===== src/rtl/clim_pkg.sv =====
// Shared types and constants for the colormap linear interpolator.
// Holds the palette ROM, register map codes and the RGB struct.
// No dependencies; used by every module of the block.
package clim_pkg;

    // Palette ROM depth and index width
    localparam int ROM_LEN = 11;
    localparam int IDX_W   = 4;

    // Register map: index taken from paddr[3:2]
    localparam int        ADDR_W         = 4;
    localparam logic [1:0] REG_RANGE_LOW  = 2'd0;
    localparam logic [1:0] REG_RANGE_HIGH = 2'd1;
    localparam logic [1:0] REG_BIN_SCALE  = 2'd2;

    // Register reset values
    localparam logic [31:0] RST_RANGE_LOW  = 32'd0;
    localparam logic [31:0] RST_RANGE_HIGH = 32'd655360;
    localparam logic [31:0] RST_BIN_SCALE  = 32'd65536;

    typedef struct packed {
        logic [7:0] blue;
        logic [7:0] green;
        logic [7:0] red;
    } t_rgb;

    // Diverging palette, dark blue through white to dark red.
    // Entries past the table read as black; the blend never weights them.
    function automatic t_rgb palette_color(input logic [IDX_W-1:0] idx);
        t_rgb c;
        unique case (idx)
            4'd0:    c = '{red: 8'h05, green: 8'h30, blue: 8'h61};
            4'd1:    c = '{red: 8'h21, green: 8'h66, blue: 8'hac};
            4'd2:    c = '{red: 8'h43, green: 8'h93, blue: 8'hc3};
            4'd3:    c = '{red: 8'h92, green: 8'hc5, blue: 8'hde};
            4'd4:    c = '{red: 8'hd1, green: 8'he5, blue: 8'hf0};
            4'd5:    c = '{red: 8'hf7, green: 8'hf7, blue: 8'hf7};
            4'd6:    c = '{red: 8'hfd, green: 8'hdb, blue: 8'hc7};
            4'd7:    c = '{red: 8'hf4, green: 8'ha5, blue: 8'h82};
            4'd8:    c = '{red: 8'hd6, green: 8'h60, blue: 8'h4d};
            4'd9:    c = '{red: 8'hb2, green: 8'h18, blue: 8'h2b};
            4'd10:   c = '{red: 8'h67, green: 8'h00, blue: 8'h1f};
            default: c = '{red: 8'h00, green: 8'h00, blue: 8'h00};
        endcase
        return c;
    endfunction

endpackage


===== src/rtl/clim_index.sv =====
// Front half of the colormap pipeline: range test, offset, scale multiply
// and palette bin / residual decode (three register stages).
// Depends on clim_pkg.
module clim_index #(
    parameter int NUM_COLORS = 11,
    parameter int FRAC_BITS  = 16
) (
    input  logic                          i_clk,
    input  logic                          i_rst_n,
    input  logic                          i_valid,
    output logic                          o_ready,
    input  logic [31:0]                   i_sample,
    input  logic [31:0]                   i_range_low,
    input  logic [31:0]                   i_range_high,
    input  logic [31:0]                   i_bin_scale,
    output logic                          o_valid,
    input  logic                          i_ready,
    output logic [clim_pkg::IDX_W-1:0]    o_idx,
    output logic [FRAC_BITS-1:0]          o_res
);

    localparam int PAL_LEN  = (NUM_COLORS > clim_pkg::ROM_LEN) ? clim_pkg::ROM_LEN : NUM_COLORS;
    localparam int LAST_INT = PAL_LEN - 1;
    localparam logic [31:0] LAST_VEC = LAST_INT;
    localparam logic [clim_pkg::IDX_W-1:0] LAST_IDX = LAST_VEC[clim_pkg::IDX_W-1:0];
    localparam int BIN_LSB  = 2 * FRAC_BITS;
    localparam int HIGH_LSB = BIN_LSB + clim_pkg::IDX_W;

    // Stage enables: a stage moves when empty or when the next one moves
    logic w_en1, w_en2, w_en3;
    logic r_s1_v, r_s2_v, r_s3_v;

    assign w_en3   = !r_s3_v || i_ready;
    assign w_en2   = !r_s2_v || w_en3;
    assign w_en1   = !r_s1_v || w_en2;
    assign o_ready = w_en1;

    // Stage 1: bound compares and offset from the low bound
    logic        r_s1_hi, r_s1_lo;
    logic [31:0] r_s1_off;
    logic [32:0] w_diff;

    assign w_diff = {i_sample[31], i_sample} - {i_range_low[31], i_range_low};

    always_ff @(posedge i_clk) begin
        if (!i_rst_n) begin
            r_s1_v <= 1'b0;
        end else if (w_en1) begin
            r_s1_v <= i_valid;
        end
        if (w_en1) begin
            r_s1_hi  <= $signed(i_sample) >= $signed(i_range_high);
            r_s1_lo  <= $signed(i_sample) <  $signed(i_range_low);
            r_s1_off <= w_diff[31:0];
        end
    end

    // Stage 2: exact 32x32 product of offset and bin scale
    logic        r_s2_hi, r_s2_lo;
    logic [63:0] r_s2_prod;

    always_ff @(posedge i_clk) begin
        if (!i_rst_n) begin
            r_s2_v <= 1'b0;
        end else if (w_en2) begin
            r_s2_v <= r_s1_v;
        end
        if (w_en2) begin
            r_s2_hi   <= r_s1_hi;
            r_s2_lo   <= r_s1_lo;
            r_s2_prod <= 64'(r_s1_off) * 64'(i_bin_scale);
        end
    end

    // Stage 3: bin index and residual, saturated to the palette ends
    logic                       w_over;
    logic [clim_pkg::IDX_W-1:0] n_idx;
    logic [FRAC_BITS-1:0]       n_res;
    logic [clim_pkg::IDX_W-1:0] r_s3_idx;
    logic [FRAC_BITS-1:0]       r_s3_res;

    assign w_over = (|r_s2_prod[63:HIGH_LSB])
                 || (r_s2_prod[HIGH_LSB-1:BIN_LSB] >= LAST_IDX);

    always_comb begin
        priority if (r_s2_hi) begin
            n_idx = LAST_IDX;
            n_res = '0;
        end else if (r_s2_lo) begin
            n_idx = '0;
            n_res = '0;
        end else if (w_over) begin
            n_idx = LAST_IDX;
            n_res = '0;
        end else begin
            n_idx = r_s2_prod[HIGH_LSB-1:BIN_LSB];
            n_res = r_s2_prod[BIN_LSB-1:FRAC_BITS];
        end
    end

    always_ff @(posedge i_clk) begin
        if (!i_rst_n) begin
            r_s3_v <= 1'b0;
        end else if (w_en3) begin
            r_s3_v <= r_s2_v;
        end
        if (w_en3) begin
            r_s3_idx <= n_idx;
            r_s3_res <= n_res;
        end
    end

    assign o_valid = r_s3_v;
    assign o_idx   = r_s3_idx;
    assign o_res   = r_s3_res;

endmodule


===== src/rtl/clim_blend.sv =====
// Back half of the colormap pipeline: palette ROM read and per-channel
// linear blend into the output register (two register stages).
// Depends on clim_pkg.
module clim_blend #(
    parameter int FRAC_BITS = 16
) (
    input  logic                       i_clk,
    input  logic                       i_rst_n,
    input  logic                       i_valid,
    output logic                       o_ready,
    input  logic [clim_pkg::IDX_W-1:0] i_idx,
    input  logic [FRAC_BITS-1:0]       i_res,
    output logic                       o_valid,
    input  logic                       i_ready,
    output clim_pkg::t_rgb             o_rgb
);

    localparam int MIX_W = FRAC_BITS + 10;

    logic w_en4, w_en5;
    logic r_s4_v, r_s5_v;

    assign w_en5   = !r_s5_v || i_ready;
    assign w_en4   = !r_s4_v || w_en5;
    assign o_ready = w_en4;

    // Stage 4: read both neighbors, keep base color and signed step
    clim_pkg::t_rgb             w_c0, w_c1;
    logic [clim_pkg::IDX_W-1:0] w_idx_nx;
    logic [7:0]                 w_c0_ch [3];
    logic [7:0]                 w_c1_ch [3];
    logic [7:0]                 r_s4_c0 [3];
    logic signed [8:0]          r_s4_d [3];
    logic [FRAC_BITS-1:0]       r_s4_res;

    assign w_idx_nx = i_idx + 1'b1;
    assign w_c0     = clim_pkg::palette_color(i_idx);
    assign w_c1     = clim_pkg::palette_color(w_idx_nx);
    assign w_c0_ch[0] = w_c0.red;
    assign w_c0_ch[1] = w_c0.green;
    assign w_c0_ch[2] = w_c0.blue;
    assign w_c1_ch[0] = w_c1.red;
    assign w_c1_ch[1] = w_c1.green;
    assign w_c1_ch[2] = w_c1.blue;

    always_ff @(posedge i_clk) begin
        if (!i_rst_n) begin
            r_s4_v <= 1'b0;
        end else if (w_en4) begin
            r_s4_v <= i_valid;
        end
        if (w_en4) begin
            for (int k = 0; k < 3; k++) begin
                r_s4_c0[k] <= w_c0_ch[k];
                r_s4_d[k]  <= $signed({1'b0, w_c1_ch[k]}) - $signed({1'b0, w_c0_ch[k]});
            end
            r_s4_res <= i_res;
        end
    end

    // Stage 5: c0*2^F + (c1-c0)*res, keep the integer byte
    logic signed [MIX_W-1:0] w_mix [3];
    logic [7:0]              w_ch  [3];
    clim_pkg::t_rgb          r_s5_rgb;

    always_comb begin
        for (int k = 0; k < 3; k++) begin
            w_mix[k] = $signed({2'b00, r_s4_c0[k], {FRAC_BITS{1'b0}}})
                     + MIX_W'(r_s4_d[k]) * $signed(MIX_W'({1'b0, r_s4_res}));
            w_ch[k]  = w_mix[k][FRAC_BITS+7:FRAC_BITS];
        end
    end

    always_ff @(posedge i_clk) begin
        if (!i_rst_n) begin
            r_s5_v <= 1'b0;
        end else if (w_en5) begin
            r_s5_v <= r_s4_v;
        end
        if (w_en5) begin
            r_s5_rgb <= '{red: w_ch[0], green: w_ch[1], blue: w_ch[2]};
        end
    end

    assign o_valid = r_s5_v;
    assign o_rgb   = r_s5_rgb;

endmodule


===== src/rtl/colormap_linear_interpolator.sv =====
// Top level of the colormap linear interpolator: register file and the
// two pipeline halves. Depends on clim_pkg, clim_index and clim_blend.
//
// Usage:
//   Slave stream takes one signed Q16.16 sample per request in tdata.
//   Master stream returns one RGB request per sample: red in bits 7:0,
//   green in 15:8, blue in 23:16. Results come out in input order.
//   APB port holds range_low (0x0), range_high (0x4) and bin_scale (0x8);
//   write them only while the pipeline is empty.
// Pipeline: five register stages (compare/offset, 32x32 multiply, bin
//   decode, ROM read, blend into output register).
// Throughput: one sample per cycle while the receiver keeps tready high;
//   the 32x32 multiply stage sets the clock budget.
// Reset: all stage valid bits clear, registers return to 0 / 10.0 / 1.0.
// Stall: when the receiver holds tready low, each stage holds its request;
//   empty stages still fill, and the input stalls only once all five
//   stages are full. Nothing is dropped or repeated.
module colormap_linear_interpolator #(
    parameter int NUM_COLORS = 11,
    parameter int FRAC_BITS  = 16
) (
    input  logic                        i_clk,
    input  logic                        i_rst_n,
    // input stream; tdata: sample_value[31:0]
    input  logic                        i_s_axis_tvalid,
    output logic                        o_s_axis_tready,
    input  logic [31:0]                 i_s_axis_tdata,
    // output stream; tdata: red[7:0], green[15:8], blue[23:16]
    output logic                        o_m_axis_tvalid,
    input  logic                        i_m_axis_tready,
    output logic [23:0]                 o_m_axis_tdata,
    // configuration port
    input  logic                        i_psel,
    input  logic                        i_penable,
    input  logic                        i_pwrite,
    input  logic [clim_pkg::ADDR_W-1:0] i_paddr,
    input  logic [31:0]                 i_pwdata,
    output logic [31:0]                 o_prdata,
    output logic                        o_pready
);

    // Configuration registers
    logic [31:0] r_range_low, r_range_high, r_bin_scale;
    logic        w_wr;
    logic [1:0]  w_reg;

    assign o_pready = 1'b1;
    assign w_wr     = i_psel && i_penable && i_pwrite && o_pready;
    assign w_reg    = i_paddr[3:2];

    always_ff @(posedge i_clk) begin
        if (!i_rst_n) begin
            r_range_low  <= clim_pkg::RST_RANGE_LOW;
            r_range_high <= clim_pkg::RST_RANGE_HIGH;
            r_bin_scale  <= clim_pkg::RST_BIN_SCALE;
        end else if (w_wr) begin
            unique case (w_reg)
                clim_pkg::REG_RANGE_LOW:  r_range_low  <= i_pwdata;
                clim_pkg::REG_RANGE_HIGH: r_range_high <= i_pwdata;
                clim_pkg::REG_BIN_SCALE:  r_bin_scale  <= i_pwdata;
                default: ;
            endcase
        end
    end

    // Read mux
    always_comb begin
        unique case (w_reg)
            clim_pkg::REG_RANGE_LOW:  o_prdata = r_range_low;
            clim_pkg::REG_RANGE_HIGH: o_prdata = r_range_high;
            clim_pkg::REG_BIN_SCALE:  o_prdata = r_bin_scale;
            default:                  o_prdata = '0;
        endcase
    end

    // Pipeline halves
    logic                       w_mid_valid, w_mid_ready;
    logic [clim_pkg::IDX_W-1:0] w_mid_idx;
    logic [FRAC_BITS-1:0]       w_mid_res;
    clim_pkg::t_rgb             w_rgb;

    clim_index #(
        .NUM_COLORS (NUM_COLORS),
        .FRAC_BITS  (FRAC_BITS)
    ) u_index (
        .i_clk        (i_clk),
        .i_rst_n      (i_rst_n),
        .i_valid      (i_s_axis_tvalid),
        .o_ready      (o_s_axis_tready),
        .i_sample     (i_s_axis_tdata),
        .i_range_low  (r_range_low),
        .i_range_high (r_range_high),
        .i_bin_scale  (r_bin_scale),
        .o_valid      (w_mid_valid),
        .i_ready      (w_mid_ready),
        .o_idx        (w_mid_idx),
        .o_res        (w_mid_res)
    );

    clim_blend #(
        .FRAC_BITS (FRAC_BITS)
    ) u_blend (
        .i_clk   (i_clk),
        .i_rst_n (i_rst_n),
        .i_valid (w_mid_valid),
        .o_ready (w_mid_ready),
        .i_idx   (w_mid_idx),
        .i_res   (w_mid_res),
        .o_valid (o_m_axis_tvalid),
        .i_ready (i_m_axis_tready),
        .o_rgb   (w_rgb)
    );

    assign o_m_axis_tdata = w_rgb;

endmodule


===== config.mk =====
export PLATFORM = sky130hd
export DESIGN_NAME = colormap_linear_interpolator
export DESIGN_NICKNAME = d
export VERILOG_FILES = /design/src/rtl/clim_pkg.sv /design/src/rtl/clim_index.sv /design/src/rtl/clim_blend.sv /design/src/rtl/colormap_linear_interpolator.sv
export SDC_FILE = /design/constraint.sdc
export NUM_CORES = 2
export LEC_CHECK = 0
export BUFFER_PORTS_ARGS = -buffer_cell sky130_fd_sc_hd__buf_2
export CAP_MARGIN = 20
export CORE_UTILIZATION = 60
export CTS_CLUSTER_DIAMETER = 120
export DETAILED_ROUTE_END_ITERATION = 16
export HOLD_SLACK_MARGIN = 0.06
export MAX_ROUTING_LAYER = met4
export PLACE_DENSITY = 0.78
export SLEW_MARGIN = 25
export SYNTH_ARGS = -nofsm -noshare
export SYNTH_HDL_FRONTEND = slang
export SYNTH_SLANG_ARGS = --single-unit

===== constraint.sdc =====
create_clock -name i_clk -period 6.8 [get_ports i_clk]
set_input_delay 1.02 -clock i_clk [delete_from_list [all_inputs] [get_ports i_clk]]
set_output_delay 1.02 -clock i_clk [all_outputs]
set_load 0.01 [all_outputs]

==> results.toml <==
[power_and_ir_drop]
swShare = 0.386
intPower_mw = 5.03
ir_drop_v = 0.000185
pwr-share-seq = 0.305
switching_power_mw = 3.16
combPwrFrac = 0.456
power.clock.fraction = 0.239
p_per_area_nw_per_um2 = 121
p_leak_nw = 33.1

[min_path]
hold_path_class = "flip-flop to flip-flop"

[synth]
synth_cell_types = 76
yosysMostFrequentCell = "inv_1"
ys_ff_latch = 294
ys_warn_count = 0
synthArstFlopShare = 0
yosys-top-cells-area = "fa_1 (41%), ha_1 (11%), edfxtp_1 (9.8%)"
synth_ff_type = "edfxtp_1"
synth_edf_count = 193
synth_top_area_frac = 0.409
yosys.area.top_type = "fa_1"
synth_nets = 8122
syn_avg_cell_area_sq_um = 9.38
synthTopCellsByCount = "inv_1 (1328), fa_1 (1213), nand2_1 (934)"
synth.cell_area_sq_um = 59400
synthCells = 6335
ys_seq_area_frac = 0.132

[detailed_routing]
first_pass_iters = 6
wl_microns = 151000
wl_per_cell_microns = 18.9
vias_per_cell = 5.51
dr_total_vias = 44000
ant_nets = 0
drt_iter0_drc = 3227
drcViolationCount = 0

[floorplan]
start_util = 0.605
rows = 115
design.die.area_sq_um = 100000
die_h_microns = 317
die_w_microns = 317
pin_count = 134
core_area_sq_um = 98300

[global_routing]
grt_overflow_total = 0
grt_pass1_vias = 46700
antenna_found_initial = 4
grt_max_degree = 72
grt_usage = 0.314
grt_pass1_wl_microns = 240000

[status]
status = "finished with violations"
violations = "setup timing"

[placement]
place_ws_ns = -1.06
gp_congestion = 0.941
io_buffers = 130
post_dp_cell_area_sq_um = 64400
dp_hpwl_microns = 120000

[timing]
period_minus_slack_ns = 7.67
max_freq_mhz = 130
fin_skew_ns = 0.0581
max_slew.worst_pin.slew_ns = 1.02
setup_viol = 39
relSlewSlack = 0.316
holdWs_ns = 0.421
hold_violations = 0
rsz0062_at_grt = "yes"
period_share = 1.13
slew_viol_final = 0
fin_ws_ns = -0.874

[setup_path]
cp_max_fo = 5
critical_path.max_stage_delay_ns = 0.53
critPathLaunchType = "flip-flop"
worst_path_most_repeated_cell = "fa_1"
slowest_stage = "fa_1"
arrival_ns = 8.00
cp_data_required_time_ns = 7.12
end_kind = "flip-flop"
reg2reg_slack_ns = -0.87
worstSetupPathType = "flip-flop to flip-flop"

[cts]
clkLatencyLatePin_ns = 0.61
cts_buffer_depth = 3
cts_hold_buf = 0
ctsRootBufferMaster = "clkbuf_16"
clkTransAtPathRegs_ns = 0.06
clock_sinks = 294
cts_tree = "yes"
cts.htree.levels = 2
cts_inserted_buffers = 37

[layout]
fin_area_sq_um = 67400
drive_above_1_share = 0.139
final_nets = 8456
fin_util = 0.686
area_delta_synth_final_pct = 13.4

[job]
cap_violations = 0
final timing paths:
| path | from | to | cells past startpoint |
|---|---|---|---|
| worst max-delay path | u_index.r_s1_off[13] | u_index.r_s2_prod[49] | 28 |
| worst min-delay path | u_index.o_res[10] | u_blend.r_s4_res[10] | 0 |
| worst max register to register | u_index.r_s1_off[13] | u_index.r_s2_prod[49] | 28 |
| worst min register to register | u_index.o_res[10] | u_blend.r_s4_res[10] | 0 |
cell families (layout without fill, tap and decap cells):
logic type,Yosys count,in the layout,synth area share
multiplexers,38,38,0.00640
flip-flops,294,294,0.132
buffers and inverters,1655,2015,0.105
AND/OR/NAND/NOR,2000,2000,0.167
XOR/XNOR,130,130,0.0192
AO/OA/AOI/OAI,505,505,0.0568
adder cells (fa/ha/maj),1712,1712,0.514
other,1,3,0.0000631
cell type report:
| class | count | area (sq um) |
|---|---|---|
| Sequential cell | 294 | 7850 |
| Tap cell | 1287 | 1610 |
| Clock inverter | 20 | 241 |
| Antenna cell | 2 | 5.00 |
| Fill cell | 7208 | 30900 |
| Inverter | 1329 | 4990 |
| Multi-Input combinational cell | 4386 | 46400 |
| Timing Repair Buffer | 621 | 5290 |
| Clock buffer | 45 | 966 |
metal layers:
| layer | GRT usage | vias to the layer above | routed length [microns] |
|---|---|---|---|
| met5 | - | - | 0 |
| met4 | 0.105 | 0 | 5690 |
| met3 | 0.0481 | 403 | 11000 |
| met2 | 0.516 | 1792 | 74600 |
| met1 | 0.400 | 22200 | 59500 |
| li1 | - | 19600 | - |
repair_timing:
action | in CTS | in global routing
pin swaps | 82 | 83
gates cloned | 2 | 1
buffers inserted | 47 | 33
endpoints found under the setup margin | 38 | 46
resized for setup | 141 | 151
worst max-delay path: cells and delay by family (launching register included):
kind | cells | cell delay (ns)
fa+ha+maj | 9 | 4.24
compound gates | 9 | 1.58
buf+inv | 7 | 0.63
xor+xnor | 1 | 0.15
simple gates | 2 | 0.31
flops | 1 | 0.48
flip-flops by register name, summed over array words and instances, names as in the netlist:
| name | flops |
|---|---|
| r_bin_scale | 32 |
| u_blend.r_s4_v | 1 |
| u_blend.r_s4_c0 | 22 |
| u_index.r_s1_v | 1 |
| u_blend.o_valid | 1 |
| u_index.o_valid | 1 |
| u_index.r_s2_prod | 48 |
| u_index.r_s2_v | 1 |
| u_index.o_res | 16 |
| r_range_high | 32 |
| u_blend.o_rgb | 24 |
| r_range_low | 32 |
| u_blend.r_s4_d | 27 |
| u_index.r_s2_lo | 1 |
| u_index.o_idx | 4 |
| u_index.r_s2_hi | 1 |
| u_index.r_s1_lo | 1 |
| u_blend.r_s4_res | 16 |
| u_index.r_s1_hi | 1 |
| u_index.r_s1_off | 32 |
metrics by stage:
| step | total power [mW] | cells | TNS, ns |
|---|---|---|---|
| after detailed placement | 5.78 | 7844 | -23.19 |
| after global routing | 8.66 | 7984 | -28.46 |
| after global placement | 5.66 | 7844 | -19.20 |
| after CTS | 7.98 | 7956 | -14.84 |
| final | 8.18 | 7984 | -21.69 |
| after floorplan | 4.44 | 6335 | -3.78 |
power by group through the flow:
stage | logic (mW) | registers [mW] | clock network, mW
after CTS | 3.50 | 2.49 | 1.99
after global routing | 4.08 | 2.53 | 2.05
final | 3.73 | 2.50 | 1.96
after detailed placement | 3.25 | 2.53 | 0
after floorplan | 2.04 | 2.40 | 0
after global placement | 3.14 | 2.52 | 0
cell usage in the layout, fill, tap and decap left out, types with 39 or more instances in the layout:
cell type and instances:
fa_1 1166, nand2_1 925, buf_12 58, xor2_1 39
buf_4 385, a21oi_1 83, o21ai_0 86, fa_2 47
and2_1 743, nor2_1 77, edfxtp_1 193, ha_1 475
inv_1 1295, a21o_1 73, nand2b_1 51, xnor2_1 90
dfxtp_1 91, buf_6 42, buf_2 131, a21boi_0 96
Power figures use the tool's default switching activity.
